## src/design/isa_dma_pkg.sv

```systemverilog
// Package with port addresses, mode bytes, step codes and helpers for the ISA DMA sequencer.
package isa_dma_pkg;

    localparam int CHANNELS = 8;
    localparam int CHAN_W = 4;
    localparam int ADDR_W = 24;
    localparam int LEN_W = 18;
    localparam int KIND_W = 2;
    localparam int STEP_W = 4;

    // Stream payload widths.
    localparam int S_TDATA_W = 48;
    localparam int M_TDATA_W = 16;
    localparam int M_TUSER_W = 2;

    // Command codes carried in the input tuser.
    localparam logic CMD_START = 1'b0;
    localparam logic CMD_END = 1'b1;

    // Port addresses of the byte (first) and word (second) controllers.
    localparam logic [7:0] PORT_MASK_BYTE = 8'h0A;
    localparam logic [7:0] PORT_MODE_BYTE = 8'h0B;
    localparam logic [7:0] PORT_CLR_BYTE = 8'h0C;
    localparam logic [7:0] PORT_MASK_WORD = 8'hD4;
    localparam logic [7:0] PORT_MODE_WORD = 8'hD6;
    localparam logic [7:0] PORT_CLR_WORD = 8'hD8;
    localparam logic [7:0] PORT_ADDR_WORD_BASE = 8'hC0;
    localparam logic [7:0] PORT_CNT_WORD_BASE = 8'hC2;

    // Mask register data: bit 2 set masks the channel.
    localparam logic [7:0] MASK_SET_BIT = 8'h04;

    // Mode bytes per transfer kind.
    localparam logic [1:0] KIND_SINGLE_READ = 2'd0;
    localparam logic [1:0] KIND_SINGLE_WRITE = 2'd1;
    localparam logic [1:0] KIND_AUTO_READ = 2'd2;
    localparam logic [1:0] KIND_AUTO_WRITE = 2'd3;
    localparam logic [7:0] MODE_SINGLE_READ = 8'h48;
    localparam logic [7:0] MODE_SINGLE_WRITE = 8'h44;
    localparam logic [7:0] MODE_AUTO_READ = 8'h58;
    localparam logic [7:0] MODE_AUTO_WRITE = 8'h54;

    // Steps of one programming sequence, in emission order.
    localparam logic [STEP_W-1:0] STEP_MASK = 4'd0;
    localparam logic [STEP_W-1:0] STEP_CLEAR = 4'd1;
    localparam logic [STEP_W-1:0] STEP_MODE = 4'd2;
    localparam logic [STEP_W-1:0] STEP_ADDR_LO = 4'd3;
    localparam logic [STEP_W-1:0] STEP_ADDR_HI = 4'd4;
    localparam logic [STEP_W-1:0] STEP_PAGE = 4'd5;
    localparam logic [STEP_W-1:0] STEP_CNT_LO = 4'd6;
    localparam logic [STEP_W-1:0] STEP_CNT_HI = 4'd7;
    localparam logic [STEP_W-1:0] STEP_UNMASK = 4'd8;

    localparam logic [7:0] ENABLE_RESET = 8'hEB;

    function automatic logic [7:0] mode_byte(input logic [KIND_W-1:0] kind);
        logic [7:0] b;
        case (kind)
            KIND_SINGLE_READ: b = MODE_SINGLE_READ;
            KIND_SINGLE_WRITE: b = MODE_SINGLE_WRITE;
            KIND_AUTO_READ: b = MODE_AUTO_READ;
            KIND_AUTO_WRITE: b = MODE_AUTO_WRITE;
            default: b = MODE_SINGLE_READ;
        endcase
        return b;
    endfunction

    function automatic logic [7:0] page_port(input logic [2:0] ch);
        logic [7:0] p;
        case (ch)
            3'd0: p = 8'h87;
            3'd1: p = 8'h83;
            3'd2: p = 8'h81;
            3'd3: p = 8'h82;
            3'd4: p = 8'h8F;
            3'd5: p = 8'h8B;
            3'd6: p = 8'h89;
            3'd7: p = 8'h8A;
            default: p = 8'h87;
        endcase
        return p;
    endfunction

endpackage

```

## src/design/isa_dma_channel_program_sequencer.sv

```systemverilog
// Top level of the ISA DMA channel program sequencer.
// Each request on the slave stream names a channel and either starts or ends a
// transfer; the block answers on the master stream with the I/O port writes that
// program a PC-style 8237 DMA controller and its page registers. A start gives nine
// writes (mask, clear flip-flop, mode, address low, address high, page, count low,
// count high, unmask), an end gives two (mask, clear flip-flop), and a channel above
// seven or one whose bit in the enable register is clear gives a single error result
// with no write. Channels four to seven are word channels: their address and count
// are in words. The block emits one result per cycle from a held command and a step
// counter, as long as the master stream is not stalled by m_tready; the next request
// is taken in the same cycle that the last result of the current one moves into
// the output register, so commands follow each other without a gap. The enable
// register is written through cfg_we and cfg_wdata; the user must write it only
// while no command is in flight, as the block does not enforce this. It resets to 0xEB.
module isa_dma_channel_program_sequencer (
    input  logic                               aclk,
    input  logic                               aresetn,
    // Configuration: channel enable mask, one bit per channel.
    input  logic                               cfg_we,
    input  logic [7:0]                         cfg_wdata,
    // Command stream.
    input  logic                               s_tvalid,
    output logic                               s_tready,
    // tdata: channel[3:0], phys_address[27:4], byte_length[45:28], transfer_kind[47:46]
    input  logic [isa_dma_pkg::S_TDATA_W-1:0]  s_tdata,
    // tuser: mode[0] (0 start transfer, 1 end transfer)
    input  logic                               s_tuser,
    // Port write stream.
    output logic                               m_tvalid,
    input  logic                               m_tready,
    // tdata: io_port[7:0], io_data[15:8]
    output logic [isa_dma_pkg::M_TDATA_W-1:0]  m_tdata,
    // tuser: write_valid[0], status[1]
    output logic [isa_dma_pkg::M_TUSER_W-1:0]  m_tuser,
    output logic                               m_tlast
);
    import isa_dma_pkg::*;

    logic [7:0] enable_reg;

    // Held command and its position in the write sequence.
    logic                 cmd_valid_reg;
    logic                 cmd_mode_reg;
    logic [CHAN_W-1:0]    cmd_chan_reg;
    logic [ADDR_W-1:0]    cmd_addr_reg;
    logic [LEN_W-1:0]     cmd_len_reg;
    logic [KIND_W-1:0]    cmd_kind_reg;
    logic [STEP_W-1:0]    step_reg;
    logic [STEP_W-1:0]    step_next;

    // Output register.
    logic                 out_valid_reg;
    logic [7:0]           out_port_reg;
    logic [7:0]           out_data_reg;
    logic                 out_wv_reg;
    logic                 out_status_reg;
    logic                 out_last_reg;

    logic                 s_accept;
    logic                 out_load;
    logic                 chan_bad;
    logic                 word_ch;
    logic [1:0]           sel;
    logic [7:0]           mask_p;
    logic [7:0]           mode_p;
    logic [7:0]           clr_p;
    logic [7:0]           addr_p;
    logic [7:0]           cnt_p;
    logic [7:0]           addr_lo;
    logic [7:0]           addr_hi;
    logic [LEN_W:0]       len_words;
    logic [15:0]          count;
    logic [7:0]           cur_port;
    logic [7:0]           cur_data;
    logic                 cur_wv;
    logic                 cur_status;
    logic                 cur_last;

    // A channel is unusable when it is out of range or masked off.
    assign chan_bad = cmd_chan_reg[CHAN_W-1] || !enable_reg[cmd_chan_reg[2:0]];
    assign word_ch = cmd_chan_reg[2];
    assign sel = cmd_chan_reg[1:0];

    assign mask_p = word_ch ? PORT_MASK_WORD : PORT_MASK_BYTE;
    assign mode_p = word_ch ? PORT_MODE_WORD : PORT_MODE_BYTE;
    assign clr_p = word_ch ? PORT_CLR_WORD : PORT_CLR_BYTE;
    assign addr_p = word_ch ? (PORT_ADDR_WORD_BASE | {4'd0, sel, 2'b00})
                            : {5'd0, sel, 1'b0};
    assign cnt_p = word_ch ? (PORT_CNT_WORD_BASE | {4'd0, sel, 2'b00})
                           : {5'd0, sel, 1'b1};

    // Word channels address in words, so the byte address shifts down by one.
    assign addr_lo = word_ch ? cmd_addr_reg[8:1] : cmd_addr_reg[7:0];
    assign addr_hi = word_ch ? cmd_addr_reg[16:9] : cmd_addr_reg[15:8];

    // The controller takes the count as units minus one; a zero length wraps.
    assign len_words = ({1'b0, cmd_len_reg} + {{LEN_W{1'b0}}, 1'b1}) >> 1;
    assign count = word_ch ? (len_words[15:0] - 16'd1) : (cmd_len_reg[15:0] - 16'd1);

    always_comb begin
        cur_port = 8'd0;
        cur_data = 8'd0;
        cur_wv = 1'b1;
        cur_status = 1'b0;
        cur_last = 1'b0;
        if (chan_bad) begin
            cur_wv = 1'b0;
            cur_status = 1'b1;
            cur_last = 1'b1;
        end else begin
            case (step_reg)
                STEP_MASK: begin
                    cur_port = mask_p;
                    cur_data = MASK_SET_BIT | {6'd0, sel};
                end
                STEP_CLEAR: begin
                    cur_port = clr_p;
                    cur_last = (cmd_mode_reg == CMD_END);
                end
                STEP_MODE: begin
                    cur_port = mode_p;
                    cur_data = mode_byte(cmd_kind_reg) | {6'd0, sel};
                end
                STEP_ADDR_LO: begin
                    cur_port = addr_p;
                    cur_data = addr_lo;
                end
                STEP_ADDR_HI: begin
                    cur_port = addr_p;
                    cur_data = addr_hi;
                end
                STEP_PAGE: begin
                    cur_port = page_port(cmd_chan_reg[2:0]);
                    cur_data = cmd_addr_reg[23:16];
                end
                STEP_CNT_LO: begin
                    cur_port = cnt_p;
                    cur_data = count[7:0];
                end
                STEP_CNT_HI: begin
                    cur_port = cnt_p;
                    cur_data = count[15:8];
                end
                STEP_UNMASK: begin
                    cur_port = mask_p;
                    cur_data = {6'd0, sel};
                    cur_last = 1'b1;
                end
                default: begin
                    cur_port = mask_p;
                    cur_data = {6'd0, sel};
                    cur_last = 1'b1;
                end
            endcase
        end
    end

    // The output register takes a result whenever it is empty or being drained.
    assign out_load = cmd_valid_reg && (!out_valid_reg || m_tready);
    // A new request enters as soon as the held one hands over its last result.
    assign s_tready = !cmd_valid_reg || (out_load && cur_last);
    assign s_accept = s_tvalid && s_tready;

    always_comb begin
        step_next = step_reg;
        if (out_load) begin
            step_next = cur_last ? STEP_MASK : step_reg + 4'd1;
        end
    end

    always_ff @(posedge aclk) begin
        if (!aresetn) begin
            enable_reg <= ENABLE_RESET;
            cmd_valid_reg <= 1'b0;
            step_reg <= STEP_MASK;
            out_valid_reg <= 1'b0;
        end else begin
            if (cfg_we) begin
                enable_reg <= cfg_wdata;
            end
            step_reg <= step_next;
            if (s_accept) begin
                cmd_valid_reg <= 1'b1;
            end else if (out_load && cur_last) begin
                cmd_valid_reg <= 1'b0;
            end
            if (out_load) begin
                out_valid_reg <= 1'b1;
            end else if (m_tready) begin
                out_valid_reg <= 1'b0;
            end
        end
    end

    always_ff @(posedge aclk) begin
        if (s_accept) begin
            cmd_mode_reg <= s_tuser;
            cmd_chan_reg <= s_tdata[3:0];
            cmd_addr_reg <= s_tdata[27:4];
            cmd_len_reg <= s_tdata[45:28];
            cmd_kind_reg <= s_tdata[47:46];
        end
        if (out_load) begin
            out_port_reg <= cur_port;
            out_data_reg <= cur_data;
            out_wv_reg <= cur_wv;
            out_status_reg <= cur_status;
            out_last_reg <= cur_last;
        end
    end

    assign m_tvalid = out_valid_reg;
    assign m_tdata = {out_data_reg, out_port_reg};
    assign m_tuser = {out_status_reg, out_wv_reg};
    assign m_tlast = out_last_reg;

    // With no command held the block must always be able to take a request.
    a_ready_when_empty: assert property (@(posedge aclk) disable iff (!aresetn)
        !cmd_valid_reg |-> s_tready)
        else $error("request refused while no command is held");

    // The step counter returns to the first step after each final result.
    a_step_restart: assert property (@(posedge aclk) disable iff (!aresetn)
        out_load && cur_last |=> step_reg == STEP_MASK)
        else $error("step counter did not restart after a final result");

    // The step counter never runs past the unmask write.
    a_step_range: assert property (@(posedge aclk) disable iff (!aresetn)
        cmd_valid_reg |-> step_reg <= STEP_UNMASK)
        else $error("step counter out of range");

    // An end command stops after the clear flip-flop write.
    a_end_short: assert property (@(posedge aclk) disable iff (!aresetn)
        cmd_valid_reg && cmd_mode_reg == CMD_END |-> step_reg <= STEP_CLEAR)
        else $error("end command ran past its second write");

    // An error result carries no write and closes the command.
    a_error_result: assert property (@(posedge aclk) disable iff (!aresetn)
        m_tvalid && m_tuser[1] |-> m_tlast && !m_tuser[0])
        else $error("error result carries a write or is not final");

endmodule
```

## config.mk

```make
export PLATFORM = sky130hd
export DESIGN_NAME = isa_dma_channel_program_sequencer
export DESIGN_NICKNAME = d
export VERILOG_FILES = /design/src/design/isa_dma_pkg.sv /design/src/design/isa_dma_channel_program_sequencer.sv
export SDC_FILE = /design/constraint.sdc
export NUM_CORES = 1
export LEC_CHECK = 0
export BUFFER_PORTS_ARGS = -buffer_cell sky130_fd_sc_hd__clkbuf_2
export CORE_AREA = 3 3 94 96
export DETAILED_ROUTE_END_ITERATION = 16
export DIE_AREA = 0 0 97 99
export PLACE_DENSITY = 0.77
export SETUP_SLACK_MARGIN = 0.1
export SLEW_MARGIN = 20
export SYNTH_ARGS = -nofsm -noshare
export SYNTH_HDL_FRONTEND = slang
export SYNTH_SLANG_ARGS = --single-unit
```

## constraint.sdc

```tcl
create_clock -name aclk -period 3.3 [get_ports aclk]
set_input_delay 0.99 -clock aclk [delete_from_list [all_inputs] [get_ports aclk]]
set_output_delay 0.99 -clock aclk [all_outputs]
set_load 0.01 [all_outputs]
```

==> results.ini, run 1 <==
[layout]
final.fill_count=623
drive_above_1_share_pct=28.57
area_growth_pct=16.64
fin_nets=553
layout.cells.non_filler=595
multi_input_area_um2=2048
num_antenna_cells=0
register_area_um2=2349
final_area_um2=5279
largest_reg_flops=24

[global_routing]
grt-busiest-layer=met2
grt_pass1_vias=3462
overflow=0
use_met2_pct=34.66
grt_pass1_wl_um=16530
antenna_found_initial=0
grt_max_degree=40
grtUsageTotal_pct=21.36
gr-usage-met3_pct=4.883
use_met1_pct=28.55

[drt]
drt_iter0_markers=247
drt-pass1-iter-count=6
wirelength_um=9792
routedWlPerCell_um=16.46
num_vias=3551
viasPerCell=5.968
final_antenna_net_count=0
drc=0

[sta]
finalClockSkew_ps=15.91
setup_ws_ps=176.1
worst_slew_pin_slew_ps=921.4
fin_crit_sh_pct=94.66
fin_crit_ps=3124
relSlewSlack_pct=38.44
fin_setup_tns_ps=0
slew_violations=0
rsz0062_at_grt=no
final_hold_viol_count=0
finalSetupViolations=0
clock.fmax_mhz=320.1

[power]
power.density_nw_per_um2=443.3
static-leakage-power_uw=0.002024
peakVddDrop_mv=0.4041

[place]
dpl_worst_slack_ps=322.5
place.gp.congestion=0.8519
place.port_buffers=80
dp_cells=579
placed_area_um2=5006
dp_hpwl_um=7269

[setup_path]
reg2reg_depth=8
crit_required_ps=2310
path_class=reg -> out
endpoint_kind=primary output
startpoint_type=register
rr_startpoint=cmd_len_reg[1]$_DFFE_PP_
ff2ff_setup_slack_ps=360
path_max_fanout=7
cp.arrival_ps=2130
startpoint=step_reg[1]$_SDFFE_PN0P_

[logic_synthesis]
async_flop_share_pct=0
yosysWarningCount=0
synth_edf_count=66
ys_seq_elements=84
synth_common_cells=edfxtp_1 (66), nand2_1 (37), a21oi_1 (31)
synthDistinctLibCells=72
yosys.area.top_type_share_pct=43.79
yosys-top-cells-area=edfxtp_1 (44%), dfxtp_1 (8.0%), mux2i_1 (4.6%)
synth_most_common_cell=edfxtp_1
synth_area_um2=4526
yosysSeqAreaShare_pct=51.76
synth_top_flop_cell=edfxtp_1
synth_area_per_cell_um2=11.07
synth_top_cell_by_area=edfxtp_1
netlist_instances=409
synth_fp_nets=477

[clock_network]
clockRootBuffer=clkbuf_8
cts_setup_buffers=0
cts_hold_buffers=0
cts_buffer_depth=2
clock_sinks=84
cts_tree=built
cts-buffers-inserted=9
insertion_delay_ps=360
clk_pin_slew_ps=90
h-tree-depth=3

[run]
drv_cap=0

[worst_hold_path]
whs_path_depth=2
holdCritPathClass=reg -> reg
min_from=enable_reg[0]$_SDFFE_PN1P_

[die]
die_h_um=99
die_w_um=97
num_rows=33
start_util_pct=55.64
die_area_um2=9603
pin_count=83
core_region_area_um2=8134

[status]
run_status=finished clean

report_power, final:
part           leakage, uW  internal (uW)  switching (uW)
combinational      0.00114            160             208
clock            0.0000954            307             395
sequential        0.000785           1220            47.5
total              0.00202           1690             650
metrics by stage:
step                utilization [%]  hold slack (ps)  power [uW]
global placement              61.54            448.5        1627
global route                  64.90            514.0        2455
detailed placement            61.54            458.1        1641
CTS                           64.11            481.6        2341
finish                        64.90            475.6        2340
floorplan                         -            435.8        1520
cells in the final DEF, fill, tap and decap left out, types with 4 or more instances in the layout:
master	count
inv_1	17
buf_4	10
a21o_1	4
nor3_1	5
nand2b_1	4
nor4_1	4
mux2i_1	20
clkbuf_2	80
o21ai_0	11
dfxtp_1	15
a21boi_0	5
nor2_1	20
nand2_1	37
xnor2_1	8
a21oi_1	30
and2_1	6
nand3_1	11
clkbuf_8	10
xor2_1	7
a31oi_1	6
nand4_1	7
o31ai_1	4
edfxtp_1	66
a221oi_1	10
o22ai_1	10
what timing repair did:
item / in CTS / in global routing
endpoints found under the setup margin: 1 / 1
gates resized for setup: 7 / 11
pin swaps: 0 / 0
final timing paths:
kind | to
max | s_tready
min reg2reg | enable_reg[0]$_SDFFE_PN1P_
max reg2reg | out_data_reg[1]$_SDFFCE_PN0P_
min | enable_reg[0]$_SDFFE_PN1P_
area by class of cell:
class                           instances  share of cell area (%)
Clock inverter                          6                   1.019
Tap cell                              105                   2.489
Timing Repair Buffer                   91                   9.386
Inverter                               17                   1.209
Sequential cell                        84                   44.49
Multi-Input combinational cell        282                   38.80
Clock buffer                           10                   2.607
layer usage:
| layer | vias up | part of all wire (%) |
|---|---|---|
| li1 | 1713 | - |
| met1 | 1685 | 44 |
| met2 | 139 | 47 |
| met3 | 14 | 6.6 |
| met4 | 0 | 1.6 |
| met5 | - | 0 |
cell families after synthesis:
family	count (synthesis)	share of synthesized area [%]
xor gates and xnor gates	15	2.903
AOI/OAI and AO/OA	112	17.45
other	1	0.08286
adders and majority gates	6	1.659
and+or+nand+nor	123	15.34
muxes	25	6.138
DFF	84	51.76
buffers and inverters	43	4.673
worst max-delay path, cell delays in order (launching register included):
cell,delay [ps]
dfxtp_2,400
inv_1,100
ha_4,200
a2111oi_4,370
nor2_2,100
a21oi_2,200
a211oi_4,90
o21ai_2,150
clkbuf_2,150
(Power assumes the default switching activity.)
==> run 2: changes to the inputs <==
--- a/config.mk
+++ b/config.mk
@@ -7,10 +7,13 @@
 export LEC_CHECK = 0
 export BUFFER_PORTS_ARGS = -buffer_cell sky130_fd_sc_hd__clkbuf_2
 export CORE_AREA = 3 3 94 96
+export CTS_CLUSTER_SIZE = 25
 export DETAILED_ROUTE_END_ITERATION = 16
 export DIE_AREA = 0 0 97 99
 export PLACE_DENSITY = 0.77
+export RECOVER_POWER = 25
 export SETUP_SLACK_MARGIN = 0.1
+export SKIP_CTS_REPAIR_TIMING = 1
 export SLEW_MARGIN = 20
 export SYNTH_ARGS = -nofsm -noshare
 export SYNTH_HDL_FRONTEND = slang
==> run 2 against run 1 <==
- first-iteration DRC count increased by 40%
- power decreased by 0.14%
- worst setup slack improved by 20 ps
- wire length decreased by 0.19%
- flip-flop and latch count unchanged
- critical path depth unchanged
- worst hold slack about the same
- global-route usage decreased by 0.058 points
- final area decreased by 0.43%
- maximum frequency increased by 0.63%
- critical path type unchanged
- largest cell class unchanged
- highest routed layer unchanged
==> results.ini, run 2 (same netlist as run 1, synthesis figures left out) <==
[setup_path]
crit_required_ps=2310
max_stage_delay_ps=390
cp_slowest_cell=dfxtp_4
endpoint_kind=primary output
cp.arrival_ps=2110
cp_top_family=compound AO/OA/AOI/OAI gates
startpoint_type=register
path_max_fanout=7
path_cells=inv_1, ha_2, a2111oi_4, nor2_2, a21oi_2, a211oi_4, o21ai_2, clkbuf_2
ff2ff_setup_slack_ps=350
crit_buf_inv=2
path_class=reg -> out

[power]
power.total_uw=2337
static-leakage-power_uw=0.002020
seqPwrFrac_pct=54.4
pwr-share-comb_pct=15.6
pwr-share-clk_pct=30.1
swShare_pct=27.77
power.density_nw_per_um2=444.6
power.switching_uw=649.0
p_int_uw=1688
peakVddDrop_mv=0.4034

[drt]
wirelength_um=9773
routedWlPerCell_um=16.43
drt_iter0_markers=347
drc=0
viasPerCell=5.934
num_vias=3531
final_antenna_net_count=0
drt-pass1-iter-count=6

[status]
run_status=finished clean

[sta]
finalSetupViolations=0
worst_slew_pin_slew_ps=939.9
fin_crit_ps=3104
finalClockSkew_ps=15.58
rsz0062_at_grt=no
slew_violations=0
relSlewSlack_pct=37.20
fin_crit_sh_pct=94.07
fin_setup_tns_ps=0
setup_ws_ps=195.7
final_hold_viol_count=0
clock.fmax_mhz=322.1

[die]
start_util_pct=55.64
num_rows=33
die_area_um2=9603
pin_count=83
die_w_um=97
core_region_area_um2=8134
die_h_um=99

[global_routing]
grtUsageTotal_pct=21.30
grt_pass1_vias=3453
antenna_found_initial=0
overflow=0
grt_pass1_wl_um=16490
grt_max_degree=40

[clock_network]
cts-buffers-inserted=9
cts_buffer_depth=2
h-tree-depth=3
cts_tree=built
insertion_delay_ps=360
clock_sinks=84
clockRootBuffer=clkbuf_8
clk_pin_slew_ps=90

[layout]
num_antenna_cells=0
layout_common_cells=clkbuf_2 (80), edfxtp_1 (66), nand2_1 (37), a21oi_1 (30)
drive_above_1_share_pct=28.37
largest_reg_flops=24
fin_nets=553
final_common_cell=clkbuf_2
area_growth_pct=16.15
utilization_pct=64.62

[place]
dp_hpwl_um=7269
place.gp.congestion=0.8519
place.port_buffers=80
dpl_worst_slack_ps=322.5

[worst_hold_path]
holdCritPathClass=reg -> reg

[run]
drv_cap=0

## run 2: layer usage
layer / vias up / track usage [%] / share of wire (%)
met5: - / 0 / 0
met4: 0 / 7.343 / 2.3
met3: 23 / 5.025 / 6.4
met2: 142 / 34.45 / 47
met1: 1653 / 28.38 / 44
li1: 1713 / - / -
## run 2: area by class of cell
type	instances	area, um^2
flip-flops and latches	84	2349
well taps	105	131.4
clock buffers	10	137.6
repair buffers	91	495.5
fillers	624	2878
inverters	17	63.81
multi-input cells	282	2026
clock inverters	6	53.80
## run 2: per-stage QoR
stage	hold slack [ps]	cells	cell area, um^2
after floorplan	435.8	409	4526
after global placement	448.5	579	5006
after detailed placement	458.1	579	5006
after CTS	481.6	595	5197
after global routing	514.0	595	5256
final	475.4	595	5256
## run 2: tightest hold or removal path, stage by stage (launching register included)
cell and delay (ps):
dfxtp_1 330, mux2i_1 60, nand2_1 50
## run 2: final timing paths
| path | endpoint | cells after the start | start |
|---|---|---|---|
| worst min-delay path | enable_reg[0]$_SDFFE_PN1P_ | 2 | enable_reg[0]$_SDFFE_PN1P_ |
| worst max-delay path | s_tready | 8 | step_reg[0]$_SDFFE_PN0P_ |
| worst max register to register | out_data_reg[6]$_SDFFCE_PN0P_ | 9 | cmd_len_reg[0]$_DFFE_PP_ |
| worst min register to register | enable_reg[0]$_SDFFE_PN1P_ | 2 | enable_reg[0]$_SDFFE_PN1P_ |
## run 2: power groups by stage
stage          combinational, uW  clock [uW]  sequential (uW)
2_1_floorplan                236           0             1280
3_3_place_gp                 336           0             1290
3_5_place_dp                 347           0             1290
4_1_cts                      349         718             1270
5_1_grt                      404         769             1280
6_report                     364         703             1270
